[src/rtl/aeq_pkg.sv]
// aeq_pkg: shared constants and helper functions for the angle event queue.
// Used by aeq_cell and angle_event_queue; depends on nothing.
package aeq_pkg;

  localparam int ANGLE_W = 17;
  localparam int ACT_W   = 16;
  localparam int TIME_W  = 32;
  localparam int CMD_W   = 2;
  localparam int KIND_W  = 2;

  localparam logic [CMD_W-1:0] CMD_QUEUE = 2'd0;
  localparam logic [CMD_W-1:0] CMD_SCHED = 2'd1;
  localparam logic [CMD_W-1:0] CMD_CANCEL = 2'd2;
  localparam logic [CMD_W-1:0] CMD_TOOTH = 2'd3;

  localparam logic [KIND_W-1:0] KIND_FIRE   = 2'd0;
  localparam logic [KIND_W-1:0] KIND_QUEUED = 2'd1;
  localparam logic [KIND_W-1:0] KIND_DROP   = 2'd2;
  localparam logic [KIND_W-1:0] KIND_DONE   = 2'd3;

  localparam logic [ANGLE_W-1:0] CYCLE_RESET = 17'd72000;

  function automatic logic in_window(input logic [ANGLE_W-1:0] a,
                                     input logic [ANGLE_W-1:0] cur,
                                     input logic [ANGLE_W-1:0] nxt);
    logic after_cur;
    logic before_nxt;
    after_cur  = (a >= cur);
    before_nxt = (a < nxt);
    if (nxt > cur) begin
      return after_cur && before_nxt;
    end
    return after_cur || before_nxt;
  endfunction

  function automatic logic [ANGLE_W-1:0] from_now(input logic [ANGLE_W-1:0] a,
                                                  input logic [ANGLE_W-1:0] cur,
                                                  input logic [ANGLE_W-1:0] cyc);
    logic [ANGLE_W:0] sum;
    sum = {1'b0, a} + {1'b0, cyc} - {1'b0, cur};
    if (a < cur) begin
      return sum[ANGLE_W-1:0];
    end
    return a - cur;
  endfunction

endpackage

[src/rtl/aeq_cell.sv]
// aeq_cell: one list slot holding an event id, angle and action.
// Takes its upper neighbor on a shift or the broadcast word when addressed; uses aeq_pkg.
module aeq_cell import aeq_pkg::*; #(
  parameter int IDX   = 0,
  parameter int IDW   = 8,
  parameter int IDX_W = 5
) (
  input  logic               clk,
  input  logic               shift_en,
  input  logic               wr_en,
  input  logic [IDX_W-1:0]   wr_pos,
  input  logic [IDW-1:0]     wr_id,
  input  logic [ANGLE_W-1:0] wr_angle,
  input  logic [ACT_W-1:0]   wr_action,
  input  logic [IDW-1:0]     nb_id,
  input  logic [ANGLE_W-1:0] nb_angle,
  input  logic [ACT_W-1:0]   nb_action,
  output logic [IDW-1:0]     q_id,
  output logic [ANGLE_W-1:0] q_angle,
  output logic [ACT_W-1:0]   q_action
);

  logic [IDW-1:0]     id_r;
  logic [ANGLE_W-1:0] angle_r;
  logic [ACT_W-1:0]   action_r;

  always_ff @(posedge clk) begin
    if (wr_en && (wr_pos == IDX_W'(IDX))) begin
      id_r     <= wr_id;
      angle_r  <= wr_angle;
      action_r <= wr_action;
    end else if (shift_en) begin
      id_r     <= nb_id;
      angle_r  <= nb_angle;
      action_r <= nb_action;
    end
  end

  assign q_id     = id_r;
  assign q_angle  = angle_r;
  assign q_action = action_r;

endmodule

[src/rtl/angle_event_queue.sv]
// angle_event_queue: ordered list of pending crank-angle events in a row of cells.
// Each request scans the list (a stopped tooth skips the scan); the final result is
// registered once the output is free. One request at a time: in_stall holds the next.
// Each scan step moves the row down one cell and rewrites a kept head at the tail.
// A tooth emits a result per fired event, last flagged (DONE if none); others emit one.
// Synchronous active-low reset empties the list and sets engine_cycle to 72000.
module angle_event_queue import aeq_pkg::*; #(
  parameter int MAX_EVENTS = 32,
  parameter int ID_BITS    = 8
) (
  input  logic               clk,
  input  logic               rst_n,
  input  logic               cfg_valid,
  output logic               cfg_ready,
  input  logic [ANGLE_W-1:0] cfg_engine_cycle,
  input  logic               in_valid,
  output logic               in_stall,
  input  logic [CMD_W-1:0]   in_command,
  input  logic [ID_BITS-1:0] in_event_id,
  input  logic [ANGLE_W-1:0] in_angle,
  input  logic [ACT_W-1:0]   in_action,
  input  logic [ANGLE_W-1:0] in_current_phase,
  input  logic [ANGLE_W-1:0] in_next_phase,
  input  logic               in_engine_stopped,
  input  logic [TIME_W-1:0]  in_edge_time,
  output logic               out_valid,
  input  logic               out_stall,
  output logic [KIND_W-1:0]  out_kind,
  output logic [ID_BITS-1:0] out_fired_event,
  output logic [ACT_W-1:0]   out_fired_action,
  output logic [ANGLE_W-1:0] out_angle_from_now,
  output logic [TIME_W-1:0]  out_base_time,
  output logic               out_last
);

  localparam int CNT_W = $clog2(MAX_EVENTS + 1);
  localparam int IDX_W = (MAX_EVENTS > 1) ? $clog2(MAX_EVENTS) : 1;

  typedef enum logic [1:0] {S_IDLE, S_SCAN, S_FIN} state_t;

  state_t             state_r;
  logic [ANGLE_W-1:0] cycle_r;
  logic [CMD_W-1:0]   cmd_r;
  logic [ID_BITS-1:0] id_r;
  logic [ANGLE_W-1:0] ang_r;
  logic [ACT_W-1:0]   act_r;
  logic [ANGLE_W-1:0] cur_r;
  logic [ANGLE_W-1:0] nxt_r;
  logic               stop_r;
  logic [TIME_W-1:0]  et_r;
  logic [CNT_W-1:0]   cnt_r;
  logic [CNT_W-1:0]   step_r;
  logic [CNT_W-1:0]   kept_r;
  logic               found_r;
  logic               pend_valid_r;
  logic [ID_BITS-1:0] pend_id_r;
  logic [ACT_W-1:0]   pend_act_r;
  logic [ANGLE_W-1:0] pend_afn_r;
  logic               out_valid_r;
  logic [KIND_W-1:0]  out_kind_r;
  logic [ID_BITS-1:0] out_id_r;
  logic [ACT_W-1:0]   out_act_r;
  logic [ANGLE_W-1:0] out_afn_r;
  logic [TIME_W-1:0]  out_bt_r;
  logic               out_last_r;

  logic [ID_BITS-1:0] c_id     [MAX_EVENTS];
  logic [ANGLE_W-1:0] c_angle  [MAX_EVENTS];
  logic [ACT_W-1:0]   c_action [MAX_EVENTS];

  logic               out_free;
  logic               out_load;
  logic               sched_win;
  logic               is_enq;
  logic               scan_done;
  logic               match;
  logic               due;
  logic               keep;
  logic               step_ok;
  logic               shift_en;
  logic               wr_en;
  logic [IDX_W-1:0]   wr_pos;
  logic [CNT_W-1:0]   scan_pos;
  logic [ANGLE_W-1:0] wr_angle;
  logic [ACT_W-1:0]   wr_action;
  logic [ID_BITS-1:0] wr_id;
  logic               do_append;

  assign out_free  = !out_valid_r || !out_stall;
  assign sched_win = in_window(ang_r, cur_r, nxt_r);
  assign is_enq    = (cmd_r == CMD_QUEUE) || ((cmd_r == CMD_SCHED) && !sched_win);
  assign scan_done = (step_r == cnt_r) || ((cmd_r == CMD_TOOTH) && stop_r);
  assign match     = !found_r && (c_id[0] == id_r);
  assign due       = in_window(c_angle[0], cur_r, nxt_r);
  assign do_append = (state_r == S_FIN) && out_free && is_enq && !found_r &&
                     (cnt_r < CNT_W'(MAX_EVENTS));

  always_comb begin
    keep = 1'b1;
    case (cmd_r)
      CMD_CANCEL: keep = !match;
      CMD_TOOTH:  keep = !due;
      default:    keep = 1'b1;
    endcase
  end

  assign step_ok  = !((cmd_r == CMD_TOOTH) && due && pend_valid_r && !out_free);
  assign shift_en = (state_r == S_SCAN) && !scan_done && step_ok;
  assign scan_pos = cnt_r - step_r - CNT_W'(1) + kept_r;
  assign out_load = (shift_en && (cmd_r == CMD_TOOTH) && due && pend_valid_r) ||
                    ((state_r == S_FIN) && out_free);

  always_comb begin
    wr_en     = 1'b0;
    wr_pos    = scan_pos[IDX_W-1:0];
    wr_id     = c_id[0];
    wr_angle  = c_angle[0];
    wr_action = c_action[0];
    if (shift_en) begin
      wr_en = keep;
      if ((cmd_r != CMD_CANCEL) && (cmd_r != CMD_TOOTH) && match) begin
        wr_angle = ang_r;
        if (is_enq) begin
          wr_action = act_r;
        end
      end
    end else if (do_append) begin
      wr_en     = 1'b1;
      wr_pos    = cnt_r[IDX_W-1:0];
      wr_id     = id_r;
      wr_angle  = ang_r;
      wr_action = act_r;
    end
  end

  for (genvar gi = 0; gi < MAX_EVENTS; gi++) begin : g_cell
    logic [ID_BITS-1:0] nb_id;
    logic [ANGLE_W-1:0] nb_angle;
    logic [ACT_W-1:0]   nb_action;
    if (gi < MAX_EVENTS - 1) begin : g_mid
      assign nb_id     = c_id[gi+1];
      assign nb_angle  = c_angle[gi+1];
      assign nb_action = c_action[gi+1];
    end else begin : g_end
      assign nb_id     = '0;
      assign nb_angle  = '0;
      assign nb_action = '0;
    end
    aeq_cell #(.IDX(gi), .IDW(ID_BITS), .IDX_W(IDX_W)) u_cell (
      .clk       (clk),
      .shift_en  (shift_en),
      .wr_en     (wr_en),
      .wr_pos    (wr_pos),
      .wr_id     (wr_id),
      .wr_angle  (wr_angle),
      .wr_action (wr_action),
      .nb_id     (nb_id),
      .nb_angle  (nb_angle),
      .nb_action (nb_action),
      .q_id      (c_id[gi]),
      .q_angle   (c_angle[gi]),
      .q_action  (c_action[gi])
    );
  end

  always_ff @(posedge clk) begin
    if (!rst_n) begin
      state_r      <= S_IDLE;
      cycle_r      <= CYCLE_RESET;
      cnt_r        <= '0;
      step_r       <= '0;
      kept_r       <= '0;
      found_r      <= 1'b0;
      pend_valid_r <= 1'b0;
      out_valid_r  <= 1'b0;
    end else begin
      if (cfg_valid && cfg_ready) begin
        cycle_r <= cfg_engine_cycle;
      end
      if (out_valid_r && !out_stall && !out_load) begin
        out_valid_r <= 1'b0;
      end
      case (state_r)
        S_IDLE: begin
          if (in_valid) begin
            cmd_r   <= in_command;
            id_r    <= in_event_id;
            ang_r   <= in_angle;
            act_r   <= in_action;
            cur_r   <= in_current_phase;
            nxt_r   <= in_next_phase;
            stop_r  <= in_engine_stopped;
            et_r    <= in_edge_time;
            step_r  <= '0;
            kept_r  <= '0;
            found_r <= 1'b0;
            state_r <= S_SCAN;
          end
        end
        S_SCAN: begin
          if (scan_done) begin
            state_r <= S_FIN;
          end else if (step_ok) begin
            step_r <= step_r + CNT_W'(1);
            kept_r <= kept_r + CNT_W'(keep);
            if (match) begin
              found_r <= 1'b1;
            end
            if ((cmd_r == CMD_TOOTH) && due) begin
              if (pend_valid_r) begin
                out_valid_r <= 1'b1;
                out_kind_r  <= KIND_FIRE;
                out_id_r    <= pend_id_r;
                out_act_r   <= pend_act_r;
                out_afn_r   <= pend_afn_r;
                out_bt_r    <= et_r;
                out_last_r  <= 1'b0;
              end
              pend_valid_r <= 1'b1;
              pend_id_r    <= c_id[0];
              pend_act_r   <= c_action[0];
              pend_afn_r   <= from_now(c_angle[0], cur_r, cycle_r);
            end
          end
        end
        S_FIN: begin
          if (out_free) begin
            out_valid_r  <= 1'b1;
            out_last_r   <= 1'b1;
            out_id_r     <= id_r;
            out_act_r    <= act_r;
            out_afn_r    <= '0;
            out_bt_r     <= '0;
            pend_valid_r <= 1'b0;
            state_r      <= S_IDLE;
            if (is_enq) begin
              if (found_r) begin
                out_kind_r <= KIND_QUEUED;
              end else if (do_append) begin
                out_kind_r <= KIND_QUEUED;
                cnt_r      <= cnt_r + CNT_W'(1);
              end else begin
                out_kind_r <= KIND_DROP;
              end
            end else if (cmd_r == CMD_SCHED) begin
              out_kind_r <= KIND_FIRE;
              out_afn_r  <= from_now(ang_r, cur_r, cycle_r);
              out_bt_r   <= et_r;
            end else if (cmd_r == CMD_CANCEL) begin
              out_kind_r <= KIND_DONE;
              out_act_r  <= '0;
              cnt_r      <= kept_r;
            end else begin
              if (!stop_r) begin
                cnt_r <= kept_r;
              end
              if (pend_valid_r) begin
                out_kind_r <= KIND_FIRE;
                out_id_r   <= pend_id_r;
                out_act_r  <= pend_act_r;
                out_afn_r  <= pend_afn_r;
                out_bt_r   <= et_r;
              end else begin
                out_kind_r <= KIND_DONE;
                out_id_r   <= '0;
                out_act_r  <= '0;
              end
            end
          end
        end
        default: state_r <= S_IDLE;
      endcase
    end
  end

  assign cfg_ready          = (state_r == S_IDLE);
  assign in_stall           = (state_r != S_IDLE);
  assign out_valid          = out_valid_r;
  assign out_kind           = out_kind_r;
  assign out_fired_event    = out_id_r;
  assign out_fired_action   = out_act_r;
  assign out_angle_from_now = out_afn_r;
  assign out_base_time      = out_bt_r;
  assign out_last           = out_last_r;

  a_cnt_bound: assert property (@(posedge clk) disable iff (!rst_n)
    cnt_r <= CNT_W'(MAX_EVENTS)) else $error("entry count above capacity");

  a_step_bound: assert property (@(posedge clk) disable iff (!rst_n)
    (state_r == S_SCAN) |-> (step_r <= cnt_r)) else $error("scan step past count");

  a_pend_tooth: assert property (@(posedge clk) disable iff (!rst_n)
    pend_valid_r |-> (cmd_r == CMD_TOOTH)) else $error("pending fire outside tooth");

  a_fin_out: assert property (@(posedge clk) disable iff (!rst_n)
    ((state_r == S_FIN) && out_free) |=> (out_valid_r && out_last_r && (state_r == S_IDLE)))
    else $error("final result not issued");

endmodule
[config.mk]
export PLATFORM = sky130hd
export DESIGN_NAME = angle_event_queue
export DESIGN_NICKNAME = d
export VERILOG_FILES = /design/src/rtl/aeq_pkg.sv /design/src/rtl/aeq_cell.sv /design/src/rtl/angle_event_queue.sv
export SDC_FILE = /design/constraint.sdc
export NUM_CORES = 2
export LEC_CHECK = 0
export BUFFER_PORTS_ARGS = -buffer_cell sky130_fd_sc_hd__buf_4
export CORE_ASPECT_RATIO = 1.5
export CORE_UTILIZATION = 61
export CTS_CLUSTER_DIAMETER = 50
export DETAILED_ROUTE_END_ITERATION = 10
export GPL_TIMING_DRIVEN = 0
export PLACE_DENSITY_LB_ADDON = 0.15
export REMOVE_ABC_BUFFERS = 1
export SETUP_SLACK_MARGIN = 0.4
export SLEW_MARGIN = 20
export SYNTH_ARGS = -nofsm -noshare
export SYNTH_HDL_FRONTEND = slang
export SYNTH_SLANG_ARGS = --single-unit
[constraint.sdc]
create_clock -name clk -period 15.8 [get_ports clk]
set_input_delay 1.58 -clock clk [delete_from_list [all_inputs] [get_ports clk]]
set_output_delay 1.58 -clock clk [all_outputs]
set_load 0.005 [all_outputs]
==> impl_metrics.json <==
{
  "postCtsSetupBuffers": 0,
  "ios": 211,
  "setup_ws_ns": 8.90,
  "fill_cells": 7962,
  "area_growth_pct": 11.1,
  "grt_max_degree": 55,
  "gp_congestion": 0.894,
  "synth_edf_count": 1539,
  "cts_tree": "built",
  "hp-start": "g_cell[0].u_cell.q_action[1]",
  "postCtsResizedCells": 0,
  "crit_type": "register to register",
  "dieHeight_um": 425,
  "die_area_um2": 121000,
  "drtAntennaViolNets": 0,
  "drt-initial-drc-count": 1683,
  "dp_hpwl_um": 92300,
  "dr.pass1.iters": 5,
  "hold_path_end": "pend_act_r[1]",
  "post-synth-top-area-cell": "edfxtp_1",
  "start_kind": "register",
  "wl_um": 124000,
  "synth_top_cell_area_share": 0.636,
  "yosysSeqAreaShare": 0.647,
  "syn_area_um2": 72700,
  "synthFlopType": "edfxtp_1",
  "antenna_found_initial": 1,
  "ys_types": 87,
  "holdBufCountCts": 0,
  "pre_cts_slack_ns": 8.91,
  "ys_async_sr_fraction": 0,
  "post_dp_cell_area_um2": 76000,
  "core-area_um2": 118000,
  "fin_skew_ns": 0.0227,
  "r2r_start": "ang_r[8]",
  "layout_commonest_cell": "edfxtp_1",
  "hold_violations": 0,
  "vias": 35475,
  "fmax_mhz": 145,
  "io_buffers": 210,
  "worst_slew_pin_slew_ns": 1.17,
  "layout.cells.non_filler": 6239,
  "crit_arrival_ns": 7.27,
  "nets": 4859,
  "clock_path_buffers": 3,
  "p_leak_nw": 27.3,
  "synth.area.top_cells": "edfxtp_1, mux2_2, mux2_1",
  "clkTransAtPathRegs_ns": 0.06,
  "antenna_cells": 0,
  "drcViolationCount": 0,
  "dp_cells": 5964,
  "status": "finished clean",
  "hold_depth": 0,
  "setup_violations": 0,
  "tns_ns": 0,
  "mostFrequentLayoutCells": "edfxtp_1, mux2_2, buf_4, inv_1, clkbuf_16",
  "syn_inst": 4432,
  "r2r_slack_ns": 8.90,
  "clock_latency_ns": 0.76,
  "post_drt_wl_per_cell_um": 19.9,
  "drv_cap": 0,
  "overflow": 0,
  "fp.dieW_um": 284,
  "vdd_ir_drop_max_uv": 116,
  "period_minus_slack_ns": 6.90,
  "crit_required_ns": 16.17,
  "grt_pass1_vias": 37479,
  "hp-class": "register to register",
  "final_area_um2": 80700,
  "num_rows": 154,
  "clkSinkCount": 1579,
  "cts_buffers": 152,
  "ys.warnings.count": 0,
  "grt_pass1_wl_um": 202000,
  "rsz0062_at_grt": "no",
  "syn_area_per_cell_um2": 16.4,
  "h-tree-depth": 4,
  "initial_utilization": 0.617,
  "synth-seq-cells": 1579,
  "root_buffer": "clkbuf_16",
  "finalCritPeriodShare": 0.437,
  "relSlewSlack": 0.217,
  "rr_worst_depth": 11,
  "drive_gt1_frac": 0.374,
  "timing.rr.end": "g_cell[19].u_cell.q_action[13]",
  "power_density_nw_per_um2": 115,
  "finalMaxSlewViolations": 0,
  "end_kind": "register",
  "vias_per_cell": 5.69,
  "critPathMaxFanout": 41,
  "grt_use_total": 0.211
}
## routing by layer
metal  vias to the layer above  share of wire  global-route usage
met5                         -       0.000056                   0
met4                         2          0.034              0.0781
met3                       206          0.037              0.0369
met2                       606           0.55               0.399
met1                     17711           0.38               0.237
li1                      16950              -                   -
## final cells by class
class / instances / area (um2) / share of cell area
sequential: 1579 / 47000 / 0.583
multi-input combinational: 2373 / 23300 / 0.289
clock buffer: 185 / 3970 / 0.0492
timing repair buffer: 267 / 3030 / 0.0376
tap: 1560 / 1950 / 0.0242
clock inverter: 89 / 731 / 0.00905
inverter: 186 / 698 / 0.00865
## synthesized netlist by cell type, types with 34 or more instances
master	n
edfxtp_1	1539
mux2_2	1149
inv_1	186
mux2_1	149
ha_1	129
nand2_1	113
clkbuf_1	104
a21oi_1	101
buf_6	83
nor2_1	75
o21ai_0	62
xnor2_1	59
nor2b_1	49
buf_2	43
and2_1	41
dfxtp_1	40
fa_1	39
a21o_1	36
buf_4	35
or2_2	34
## sequential cells by signal, indices dropped and copies added, names as in the netlist, 17 cells and up
register,count
ang_r,17
cur_r,17
cycle_r,17
et_r,32
g_cell.u_cell.q_action,512
g_cell.u_cell.q_angle,544
g_cell.u_cell.q_id,256
nxt_r,17
out_angle_from_now,17
out_base_time,32
pend_afn_r,17
## through the flow
stage	hold WS (ns)	total power, W	util
CTS	0.444	0.00941	0.685
global route	0.458	0.00967	0.686
detailed placement	0.430	0.00596	0.645
floorplan	0.422	0.00566	-
finish	0.444	0.00930	0.686
global placement	0.424	0.00590	0.630
## worst max-delay path by stage
stage,cells after the start,end,startpoint
global placement,3,act_r[13],rst_n
floorplan,2,act_r[0],rst_n
detailed placement,11,g_cell[19].u_cell.q_action[13],ang_r[8]
finish,11,g_cell[19].u_cell.q_action[13],ang_r[8]
CTS,11,g_cell[19].u_cell.q_action[12],ang_r[8]
global route,11,g_cell[19].u_cell.q_action[12],ang_r[8]
## cell families after synthesis
logic type | Yosys count | share of synthesized area
xor gates and xnor gates | 83 | 0.0100
and+or+nand+nor | 435 | 0.0312
DFF | 1579 | 0.647
muxes | 1327 | 0.205
AOI/OAI and AO/OA | 358 | 0.0366
adders and majority gates | 170 | 0.0333
buffers and inverters | 480 | 0.0365
## worst max-delay path, stage by stage (launching register included)
cell and delay [ns]:
edfxtp_1 0.47, ha_1 0.37, nand4_1 0.15, a211oi_1 0.63, o221ai_1 0.28, a2bb2oi_1 0.91, a21oi_1 0.63, nor3_2 0.87
buf_4 0.33, nand4_4 0.22, a21boi_4 0.68, or2_2 0.90
## power by group
part           switching [W]  internal, W  total [W]
logic               0.000548     0.000356   0.000904
clock network        0.00155      0.00189    0.00344
registers          0.0000633      0.00490    0.00496
total                0.00216      0.00714    0.00930
Note: power is estimated with default switching activity, not from simulation.
